## config.mk

```make
export PLATFORM = sky130hd
export DESIGN_NAME = gated_timer_counter_bank
export DESIGN_NICKNAME = d
export VERILOG_FILES = /design/src/rtl/gtcb_pkg.sv /design/src/rtl/gtcb_timer.sv /design/src/rtl/gtcb_out_skid.sv /design/src/rtl/gated_timer_counter_bank.sv
export SDC_FILE = /design/constraint.sdc
export NUM_CORES = 2
export LEC_CHECK = 0
export BUFFER_PORTS_ARGS = -buffer_cell sky130_fd_sc_hd__clkbuf_2
export CAP_MARGIN = 0
export CORE_ASPECT_RATIO = 0.8
export CORE_MARGIN = 1.5
export CORE_UTILIZATION = 66
export DETAILED_ROUTE_END_ITERATION = 7
export HOLD_SLACK_MARGIN = 0.02
export PLACE_DENSITY = 0.84
export SKIP_LAST_GASP = 1
export SYNTH_ARGS = -nofsm -noshare
export SYNTH_HDL_FRONTEND = slang
export SYNTH_HIERARCHICAL = 1
export SYNTH_SLANG_ARGS = --single-unit
export TNS_END_PERCENT = 30
```

## constraint.sdc

```tcl
create_clock -name i_clk -period 6.35 [get_ports i_clk]
set_input_delay 1.5875 -clock i_clk [delete_from_list [all_inputs] [get_ports i_clk]]
set_output_delay 1.5875 -clock i_clk [all_outputs]
set_load 0.01 [all_outputs]
```

## src/rtl/gtcb_pkg.sv

```systemverilog
// ----------------------------------------------------------------------------
// gtcb_pkg
// shared types, field widths, mode word layout and operation codes for the
// gated timer counter bank
// ----------------------------------------------------------------------------
package gtcb_pkg;

    // bank shape
    localparam int NUM_TIMERS  = 4;
    localparam int HOLD_TIMERS = 2;
    localparam int COUNT_BITS  = 16;
    localparam int HBLANK_STEP = 1;

    // beat field widths
    localparam int OP_BITS    = 3;
    localparam int IDX_BITS   = 2;
    localparam int SEL_BITS   = 2;
    localparam int DATA_BITS  = 16;
    localparam int IRQ_BITS   = 4;
    localparam int MODE_BITS  = 12;
    localparam int PHASE_BITS = 9;

    localparam int IN_BITS    = OP_BITS + IDX_BITS + SEL_BITS + DATA_BITS;
    localparam int IN_BYTES   = (IN_BITS + 7) / 8;
    localparam int OUT_BITS   = DATA_BITS + IRQ_BITS;
    localparam int OUT_BYTES  = (OUT_BITS + 7) / 8;

    // mode word layout
    localparam int MB_CLK_LO    = 0;
    localparam int MB_CLK_HI    = 1;
    localparam int MB_GATE_EN   = 2;
    localparam int MB_GATE_SRC  = 3;
    localparam int MB_GMODE_LO  = 4;
    localparam int MB_GMODE_HI  = 5;
    localparam int MB_ZERO_RET  = 6;
    localparam int MB_COUNTING  = 7;
    localparam int MB_TGT_IRQ   = 8;
    localparam int MB_OVF_IRQ   = 9;
    localparam int MB_TGT_FLAG  = 10;
    localparam int MB_OVF_FLAG  = 11;

    localparam logic [MODE_BITS-1:0] MODE_FLAGS = 12'hc00;
    localparam logic [MODE_BITS-1:0] MODE_CTRL  = 12'h3ff;

    // clock sources
    localparam logic [1:0] CLK_DIV2   = 2'd0;
    localparam logic [1:0] CLK_DIV32  = 2'd1;
    localparam logic [1:0] CLK_HBLANK = 2'd3;

    // prescaler rates
    localparam logic [PHASE_BITS:0] RATE_DIV2   = (PHASE_BITS+1)'(2);
    localparam logic [PHASE_BITS:0] RATE_DIV32  = (PHASE_BITS+1)'(32);
    localparam logic [PHASE_BITS:0] RATE_DIV512 = (PHASE_BITS+1)'(512);

    // gate modes
    localparam logic [1:0] GM_PAUSE = 2'd0;
    localparam logic [1:0] GM_START = 2'd1;
    localparam logic [1:0] GM_END   = 2'd2;
    localparam logic [1:0] GM_BOTH  = 2'd3;

    typedef enum logic [OP_BITS-1:0] {
        OP_TICK      = 3'd0,
        OP_WRITE     = 3'd1,
        OP_READ      = 3'd2,
        OP_HBL_START = 3'd3,
        OP_HBL_END   = 3'd4,
        OP_VBL_START = 3'd5,
        OP_VBL_END   = 3'd6,
        OP_NONE      = 3'd7
    } t_op;

    typedef enum logic [SEL_BITS-1:0] {
        REG_COUNT  = 2'd0,
        REG_MODE   = 2'd1,
        REG_TARGET = 2'd2,
        REG_HOLD   = 2'd3
    } t_reg_sel;

    typedef logic [COUNT_BITS-1:0] t_count;
    typedef logic [MODE_BITS-1:0]  t_mode;

    // command broadcast to every timer for one beat
    typedef struct packed {
        logic                 en;
        t_op                  op;
        t_reg_sel             sel;
        logic [DATA_BITS-1:0] data;
    } t_timer_cmd;

    // per-timer view back to the top level
    typedef struct packed {
        t_count count;
        t_mode  mode;
        t_count target;
        logic   irq;
    } t_timer_stat;

endpackage

```

## src/rtl/gtcb_timer.sv

```systemverilog
// ----------------------------------------------------------------------------
// gtcb_timer
// one timer: count, target, mode, prescaler phase and compare disarm, with
// its single-pass next-state logic for tick, write and sync beats
// ----------------------------------------------------------------------------
module gtcb_timer
    import gtcb_pkg::*;
(
    input  logic        i_clk,
    input  logic        i_rst_n,
    input  t_timer_cmd  i_cmd,
    input  logic        i_wr_sel,
    output t_timer_stat o_stat
);

    typedef struct packed {
        t_count count;
        t_mode  mode;
        logic   dis;
        logic   irq;
    } t_evt;

    t_count                r_count;
    t_count                r_target;
    t_mode                 r_mode;
    logic                  r_dis;
    logic [PHASE_BITS-1:0] r_phase;

    t_count                n_count;
    t_count                n_target;
    t_mode                 n_mode;
    logic                  n_dis;
    logic [PHASE_BITS-1:0] n_phase;

    logic                  irq;
    t_evt                  evt;
    logic [1:0]            clk_src;
    logic [PHASE_BITS:0]   rate;
    logic [PHASE_BITS:0]   phase_inc;
    logic [COUNT_BITS:0]   tick_cnt;
    logic                  is_vblank;
    t_count                wr_val;
    t_mode                 wr_mode;

    function automatic logic is_gated(input t_mode m);
        logic r;
        r = m[MB_GATE_EN] && !(!m[MB_GATE_SRC] && (m[MB_CLK_HI:MB_CLK_LO] == CLK_HBLANK));
        return r;
    endfunction

    // target test then overflow test
    function automatic t_evt test_events(input logic [COUNT_BITS:0] cnt,
                                         input t_count tgt, input logic dis,
                                         input t_mode m);
        t_evt                r;
        logic [COUNT_BITS:0] c;
        r.mode = m;
        r.dis  = dis;
        r.irq  = 1'b0;
        c      = cnt;
        if (!dis && (cnt >= {1'b0, tgt})) begin
            if (m[MB_TGT_IRQ] && !m[MB_TGT_FLAG]) begin
                r.mode[MB_TGT_FLAG] = 1'b1;
                r.irq               = 1'b1;
            end
            if (m[MB_ZERO_RET]) begin
                c = cnt - {1'b0, tgt};
            end else begin
                r.dis = 1'b1;
            end
        end
        if (c[COUNT_BITS]) begin
            if (m[MB_OVF_IRQ] && !m[MB_OVF_FLAG]) begin
                r.mode[MB_OVF_FLAG] = 1'b1;
                r.irq               = 1'b1;
            end
            c[COUNT_BITS] = 1'b0;
            r.dis         = 1'b0;
        end
        r.count = c[COUNT_BITS-1:0];
        return r;
    endfunction

    assign clk_src   = r_mode[MB_CLK_HI:MB_CLK_LO];
    assign phase_inc = {1'b0, r_phase} + (PHASE_BITS+1)'(1);
    assign is_vblank = (i_cmd.op == OP_VBL_START) || (i_cmd.op == OP_VBL_END);
    assign wr_val    = COUNT_BITS'(i_cmd.data);
    assign wr_mode   = (r_mode & MODE_FLAGS & ~i_cmd.data[MODE_BITS-1:0])
                     | (i_cmd.data[MODE_BITS-1:0] & MODE_CTRL);

    always_comb begin
        case (clk_src)
            CLK_DIV2:  rate = RATE_DIV2;
            CLK_DIV32: rate = RATE_DIV32;
            default:   rate = RATE_DIV512;
        endcase
    end

    always_comb begin
        n_count  = r_count;
        n_target = r_target;
        n_mode   = r_mode;
        n_dis    = r_dis;
        n_phase  = r_phase;
        irq      = 1'b0;
        tick_cnt = {1'b0, r_count};
        evt      = '0;
        case (i_cmd.op)
            OP_TICK: begin
                if (r_mode[MB_COUNTING] && (clk_src != CLK_HBLANK)) begin
                    if (phase_inc >= rate) begin
                        n_phase  = '0;
                        tick_cnt = {1'b0, r_count} + (COUNT_BITS+1)'(1);
                    end else begin
                        n_phase  = phase_inc[PHASE_BITS-1:0];
                    end
                    evt     = test_events(tick_cnt, r_target, r_dis, r_mode);
                    n_count = evt.count;
                    n_mode  = evt.mode;
                    n_dis   = evt.dis;
                    irq     = evt.irq;
                end
            end
            OP_HBL_START, OP_VBL_START: begin
                // on hblank start, hblank-clocked timers step first, then the gate acts
                if (!is_vblank && r_mode[MB_COUNTING] && (clk_src == CLK_HBLANK)) begin
                    evt     = test_events({1'b0, r_count} + (COUNT_BITS+1)'(HBLANK_STEP),
                                          r_target, r_dis, r_mode);
                    n_count = evt.count;
                    n_mode  = evt.mode;
                    n_dis   = evt.dis;
                    irq     = evt.irq;
                end
                if (is_gated(n_mode) && (n_mode[MB_GATE_SRC] == is_vblank)) begin
                    case (n_mode[MB_GMODE_HI:MB_GMODE_LO])
                        GM_PAUSE: begin
                            n_mode[MB_COUNTING] = 1'b0;
                            n_phase             = '0;
                        end
                        GM_START, GM_BOTH: begin
                            n_mode[MB_COUNTING] = 1'b1;
                            n_count             = '0;
                            n_dis               = 1'b0;
                            n_phase             = '0;
                        end
                        default: ;
                    endcase
                end
            end
            OP_HBL_END, OP_VBL_END: begin
                if (is_gated(r_mode) && (r_mode[MB_GATE_SRC] == is_vblank)) begin
                    case (r_mode[MB_GMODE_HI:MB_GMODE_LO])
                        GM_PAUSE: begin
                            n_mode[MB_COUNTING] = 1'b1;
                            n_phase             = '0;
                        end
                        GM_END, GM_BOTH: begin
                            n_mode[MB_COUNTING] = 1'b1;
                            n_count             = '0;
                            n_dis               = 1'b0;
                            n_phase             = '0;
                        end
                        default: ;
                    endcase
                end
            end
            OP_WRITE: begin
                if (i_wr_sel) begin
                    case (i_cmd.sel)
                        REG_COUNT: begin
                            n_count = wr_val;
                            n_dis   = wr_val > r_target;
                            if (!r_mode[MB_COUNTING]) begin
                                n_phase = '0;
                            end
                        end
                        REG_MODE: begin
                            if (!r_mode[MB_COUNTING]) begin
                                n_phase = '0;
                            end
                            n_mode = wr_mode;
                            if (is_gated(wr_mode)) begin
                                n_mode[MB_COUNTING] = 1'b0;
                                n_count             = '0;
                                n_phase             = '0;
                            end
                        end
                        REG_TARGET: begin
                            n_target = wr_val;
                            n_dis    = wr_val <= r_count;
                        end
                        default: ;
                    endcase
                end
            end
            default: ;
        endcase
    end

    always_ff @(posedge i_clk) begin
        if (!i_rst_n) begin
            r_count  <= '0;
            r_target <= '1;
            r_mode   <= '0;
            r_dis    <= 1'b0;
            r_phase  <= '0;
        end else if (i_cmd.en) begin
            r_count  <= n_count;
            r_target <= n_target;
            r_mode   <= n_mode;
            r_dis    <= n_dis;
            r_phase  <= n_phase;
        end
    end

    assign o_stat.count  = r_count;
    assign o_stat.mode   = r_mode;
    assign o_stat.target = r_target;
    assign o_stat.irq    = i_cmd.en && irq;

endmodule

```

## src/rtl/gtcb_out_skid.sv

```systemverilog
// ----------------------------------------------------------------------------
// gtcb_out_skid
// result register with a skid stage behind it, so a new result can be
// stored while the one in front still waits for the sink
// ----------------------------------------------------------------------------
module gtcb_out_skid
    import gtcb_pkg::*;
(
    input  logic                   i_clk,
    input  logic                   i_rst_n,
    input  logic                   i_push,
    input  logic [OUT_BYTES*8-1:0] i_data,
    output logic                   o_room,
    output logic                   o_m_axis_tvalid,
    input  logic                   i_m_axis_tready,
    output logic [OUT_BYTES*8-1:0] o_m_axis_tdata
);

    logic                   r_out_valid;
    logic                   r_skid_valid;
    logic [OUT_BYTES*8-1:0] r_out_data;
    logic [OUT_BYTES*8-1:0] r_skid_data;
    logic                   take;

    assign take = r_out_valid && i_m_axis_tready;

    always_ff @(posedge i_clk) begin
        if (!i_rst_n) begin
            r_out_valid  <= 1'b0;
            r_skid_valid <= 1'b0;
        end else if (take) begin
            if (r_skid_valid) begin
                r_out_valid  <= 1'b1;
                r_skid_valid <= 1'b0;
            end else begin
                r_out_valid  <= i_push;
            end
        end else if (i_push) begin
            if (r_out_valid) begin
                r_skid_valid <= 1'b1;
            end else begin
                r_out_valid  <= 1'b1;
            end
        end
    end

    always_ff @(posedge i_clk) begin
        if (take) begin
            if (r_skid_valid) begin
                r_out_data <= r_skid_data;
            end else if (i_push) begin
                r_out_data <= i_data;
            end
        end else if (i_push) begin
            if (r_out_valid) begin
                r_skid_data <= i_data;
            end else begin
                r_out_data  <= i_data;
            end
        end
    end

    assign o_room          = !r_skid_valid;
    assign o_m_axis_tvalid = r_out_valid;
    assign o_m_axis_tdata  = r_out_data;

endmodule

```

## src/rtl/gated_timer_counter_bank.sv

```systemverilog
// ----------------------------------------------------------------------------
// gated_timer_counter_bank
// four gated 16-bit timers with prescalers, target compare, overflow wrap,
// sticky interrupt flags and hold registers on timers 0 and 1
// ----------------------------------------------------------------------------
// a taken input beat sits in the input register, then the timer update
// writes its result into the result register in one pass
// throughput: one beat per cycle, set by the one-pass timer update;
// the input side stalls only while both result register and skid are full
// reset: synchronous, active low; counts, modes, phases and holds clear,
// targets go to all ones, no beat is held on either side
// ----------------------------------------------------------------------------
module gated_timer_counter_bank
    import gtcb_pkg::*;
(
    input  logic                   i_clk,
    input  logic                   i_rst_n,
    // slave side
    input  logic                   i_s_axis_tvalid,
    output logic                   o_s_axis_tready,
    // operation[2:0], counter_index[4:3], register_select[6:5],
    // write_data[22:7], zero pad[23]
    input  logic [IN_BYTES*8-1:0]  i_s_axis_tdata,
    // master side
    output logic                   o_m_axis_tvalid,
    input  logic                   i_m_axis_tready,
    // read_data[15:0], irq_raised[19:16], zero pad[23:20]
    output logic [OUT_BYTES*8-1:0] o_m_axis_tdata
);

    // input register
    logic                 r_in_valid;
    t_op                  r_op;
    logic [IDX_BITS-1:0]  r_idx;
    t_reg_sel             r_sel;
    logic [DATA_BITS-1:0] r_data;

    logic [DATA_BITS-1:0] r_hold [HOLD_TIMERS];

    logic                   room;
    logic                   advance;
    logic                   in_take;
    t_timer_cmd             cmd;
    t_timer_stat            stat [NUM_TIMERS];
    logic [NUM_TIMERS-1:0]  wr_sel;
    logic [DATA_BITS-1:0]   rd_data;
    logic [IRQ_BITS-1:0]    irq;
    logic [OUT_BYTES*8-1:0] res_data;

    // the input register moves on whenever the skid stage has space
    assign advance         = r_in_valid && room;
    assign o_s_axis_tready = !r_in_valid || room;
    assign in_take         = i_s_axis_tvalid && o_s_axis_tready;

    always_ff @(posedge i_clk) begin
        if (!i_rst_n) begin
            r_in_valid <= 1'b0;
        end else if (in_take) begin
            r_in_valid <= 1'b1;
        end else if (advance) begin
            r_in_valid <= 1'b0;
        end
    end

    always_ff @(posedge i_clk) begin
        if (in_take) begin
            r_op   <= t_op'(i_s_axis_tdata[OP_BITS-1:0]);
            r_idx  <= i_s_axis_tdata[OP_BITS +: IDX_BITS];
            r_sel  <= t_reg_sel'(i_s_axis_tdata[OP_BITS+IDX_BITS +: SEL_BITS]);
            r_data <= i_s_axis_tdata[OP_BITS+IDX_BITS+SEL_BITS +: DATA_BITS];
        end
    end

    // one command to every timer, the write strobe picks the addressed one
    assign cmd.en   = advance;
    assign cmd.op   = r_op;
    assign cmd.sel  = r_sel;
    assign cmd.data = r_data;

    for (genvar t = 0; t < NUM_TIMERS; t++) begin : g_timer
        assign wr_sel[t] = (r_op == OP_WRITE) && (int'(r_idx) == t);

        gtcb_timer u_timer (
            .i_clk    (i_clk),
            .i_rst_n  (i_rst_n),
            .i_cmd    (cmd),
            .i_wr_sel (wr_sel[t]),
            .o_stat   (stat[t])
        );
    end

    // hold registers only exist for the low timers
    always_ff @(posedge i_clk) begin
        if (!i_rst_n) begin
            for (int h = 0; h < HOLD_TIMERS; h++) begin
                r_hold[h] <= '0;
            end
        end else if (advance && (r_op == OP_WRITE) && (r_sel == REG_HOLD)) begin
            for (int h = 0; h < HOLD_TIMERS; h++) begin
                if (int'(r_idx) == h) begin
                    r_hold[h] <= r_data;
                end
            end
        end
    end

    // read mux: zero on anything but a read, or on an absent register
    always_comb begin
        rd_data = '0;
        if (r_op == OP_READ) begin
            for (int t = 0; t < NUM_TIMERS; t++) begin
                if (int'(r_idx) == t) begin
                    case (r_sel)
                        REG_COUNT:  rd_data = DATA_BITS'(stat[t].count);
                        REG_MODE:   rd_data = DATA_BITS'(stat[t].mode);
                        REG_TARGET: rd_data = DATA_BITS'(stat[t].target);
                        default:    rd_data = '0;
                    endcase
                end
            end
            if (r_sel == REG_HOLD) begin
                for (int h = 0; h < HOLD_TIMERS; h++) begin
                    if (int'(r_idx) == h) begin
                        rd_data = r_hold[h];
                    end
                end
            end
        end
    end

    // interrupt lines exist for the first four timers only
    always_comb begin
        irq = '0;
        for (int t = 0; t < NUM_TIMERS; t++) begin
            if (t < IRQ_BITS) begin
                irq[t] = stat[t].irq;
            end
        end
    end

    assign res_data = {(OUT_BYTES*8-OUT_BITS)'(0), irq, rd_data};

    gtcb_out_skid u_out (
        .i_clk           (i_clk),
        .i_rst_n         (i_rst_n),
        .i_push          (advance),
        .i_data          (res_data),
        .o_room          (room),
        .o_m_axis_tvalid (o_m_axis_tvalid),
        .i_m_axis_tready (i_m_axis_tready),
        .o_m_axis_tdata  (o_m_axis_tdata)
    );

endmodule

```

==> results.yml <==
logic_synthesis:
  ys_seq_elements: 322
  netlist_instances: 3888
  synth_edf_count: 103
  ys_top_cells_by_count: "nand2_1 (371), a21oi_1 (293), nor2_1 (287), ha_1 (276), o21ai_0 (246)"
  syn_area_per_cell_um2: 8.02
  synth_top_area_share: 0.141
  syn_area_um2: 31200
  ys.warnings.count: 6
  synthTopCellsByArea: "dfxtp_1 (14%), ha_1 (11%), edfxtp_1 (9.9%), xnor2_1 (5.0%), a21oi_1 (4.7%)"
  synthArstFlopShare: 0
  synthFlopType: "dfxtp_1"
  yosysSeqAreaShare: 0.240
  yosysTopAreaCell: "dfxtp_1"
  synth.most_common_cell: "nand2_1"
  synth_cell_types: 112
global_route:
  grt_pass1_wl_um: 166000
  grt_pass1_vias: 29200
  antenna_found_initial: 1
  grt-ovfl-total: 0
  grt_max_degree: 90
  grt_usage: 0.436
power:
  p_total_mw: 5.39
  p_per_area_nw_per_um2: 162
  ir_worst_vdd_v: 0.000280
  leakage_nw: 13.4
floorplan:
  io_pins: 54
  initial_core_util: 0.666
  die_w_um: 246
  die_y_um: 197
  coreArea_um2: 46800
  dieArea_um2: 48600
  num_rows: 71
critical_path:
  crit_type: "flop to flop"
  path_cells: "and3_4 -> and3_1 -> xor2_1 -> ha_1 -> o31a_1 -> o41a_4 -> or2_1 -> o21ai_0 -> ha_1 -> nor2b_1 -> o31a_1 -> o31ai_1 -> a31oi_1 -> a41o_1 -> nor2_1 -> o21ai_0 -> a32oi_1 -> o31ai_1 -> mux2_4"
  r2r-start: "g_timer[0].u_timer/r_phase[2]"
  worstSetupStartpointType: "flop"
  crit_family: "compound AO/OA/AOI/OAI gates"
  cp_slowest_cell: "o41a_4"
  cp.required_ps: 6660
  path_max_fanout: 8
  critPathCaptureType: "flop"
  startpoint: "g_timer[0].u_timer/r_phase[2]"
  critPathBufInv: 0
  arrival_ps: 6400
  slowest_delay_ps: 490
cts:
  cts_hold_buf: 0
  cts_buffer_depth: 3
  clock_sinks: 322
  clkTransAtPathRegs_ps: 60
  cts-resized-gates: 0
  cts_tree: "built"
  postCtsSetupBuffers: 0
  insertion_delay_ps: 580
  cts.root.buffer_cell: "clkbuf_16"
  cts_made_buffers: 37
  h-tree-depth: 2
drt:
  wl_um: 109000
  dr_total_vias: 32400
  drc: 7
  first_iter_violations: 5415
  vias_per_cell: 7.14
  ant_nets: 0
  routedWlPerCell_um: 24.0
  drt-pass1-iter-count: 8
timing:
  period_share: 0.959
  setup_viol: 0
  tightest_slew_ps: 1280
  fin_crit_ps: 6090
  drv_slew: 0
  rsz0062_at_grt: "false"
  fmax_ghz: 0.164
  timing.setup.tns_ps: 0
  hold_viol: 0
  relSlewSlack: 0.149
  fin_skew_ps: 37.1
finish:
  area_growth_pct: 6.85
  instances_no_fill: 4534
  fillers: 3865
  drive_above_1_share: 0.0790
  fin_nets: 4196
status:
  status: "complete, but fails checks"
  violations: "design-rule violations"
min_path:
  hold_start: "g_timer[3].u_timer/r_mode[11]"
  hp-class: "flop to flop"
placed_design:
  dp_cells: 4465
  finalWeightedCongestion: 1.05
  io_buffers: 52
  dp_hpwl_um: 79100
flow_run:
  maxCapViolations: 0
-- per-layer routing --
layer  track usage  vias up  share of wire
li1              -    14600              -
met1         0.606    14900           0.40
met2         0.626     2425           0.41
met3         0.127      447           0.15
met4         0.184        2          0.048
met5             0        -        0.00012
-- state kept, by name, indices dropped and copies added, names as in the netlist --
register                  count
r_op                          3
u_out/r_skid_valid            1
r_sel                         2
r_idx                         2
r_hold                       32
g_timer.u_timer/r_count      64
u_out/r_skid_data            24
r_data                       16
g_timer.u_timer/r_mode       48
r_in_valid                    1
g_timer.u_timer/r_phase      36
u_out/o_m_axis_tvalid         1
u_out/o_m_axis_tdata         24
g_timer.u_timer/r_dis         4
g_timer.u_timer/r_target     64
-- cells in the final DEF (no fill, tap or decap), types with 47 or more instances in the layout --
| cell type | instances |
|---|---|
| a21oi_1 | 290 |
| buf_4 | 78 |
| a21o_1 | 76 |
| nand3_1 | 105 |
| nand4_1 | 74 |
| ha_1 | 276 |
| nor2_1 | 287 |
| inv_1 | 191 |
| a211oi_1 | 50 |
| o21ai_0 | 244 |
| o211ai_1 | 118 |
| edfxtp_1 | 103 |
| dfxtp_1 | 219 |
| xor2_1 | 59 |
| and2_1 | 47 |
| xnor2_1 | 178 |
| clkbuf_2 | 51 |
| nand2_1 | 371 |
| mux2i_1 | 120 |
| nor3_1 | 97 |
-- through the flow --
step                cell area [um2]   util  hold WS, ps  setup slack (ps)
floorplan                     31200      -          441              1180
global placement              32100  0.685          463               536
detailed placement            32100  0.685          468               457
CTS                           33300  0.711          477               419
global route                  33300  0.712          514              2.58
finish                        33300  0.712          487               260
-- layout make-up --
class / instances / area (um2) / area share
multi-input combinational: 3197 / 22200 / 0.666
sequential: 322 / 7480 / 0.224
clock buffer: 46 / 1000 / 0.0301
timing repair buffer: 131 / 881 / 0.0264
tap: 620 / 776 / 0.0233
inverter: 195 / 732 / 0.0220
clock inverter: 21 / 249 / 0.00747
antenna: 2 / 5.00 / 0.000150
-- worst min-delay path, cell delays in order, from the launching register on --
cell	delay, ps
dfxtp_1	330
inv_1	60
a21oi_1	50
-- path summary, 6_finish.rpt --
| check | end | slack (ps) | cells after the start |
|---|---|---|---|
| max | u_out/o_m_axis_tdata[16] | 260 | 19 |
| min reg2reg | g_timer[3].u_timer/r_mode[11] | 490 | 2 |
| min | g_timer[3].u_timer/r_mode[11] | 490 | 2 |
| max reg2reg | u_out/o_m_axis_tdata[16] | 260 | 19 |
-- logic make-up after synthesis --
family                   Yosys count  share of synthesized area
AND/OR/NAND/NOR                 1249                      0.196
flip-flops                       322                      0.240
multiplexers                     172                     0.0602
XOR/XNOR                         237                     0.0666
other                              1                   0.000120
AO/OA/AOI/OAI                   1247                      0.270
adder cells (fa/ha/maj)          284                      0.116
buffers and inverters            376                     0.0512
-- report_power, final --
group,leakage [nW],internal (mW),total (mW),switching [mW]
Clock,0.605,1.33,2.28,0.950
Combinational,10.1,0.290,0.869,0.579
Sequential,2.76,2.17,2.23,0.0665
Total,13.4,3.79,5.39,1.60
No activity file was read; power rests on OpenSTA's default activity.
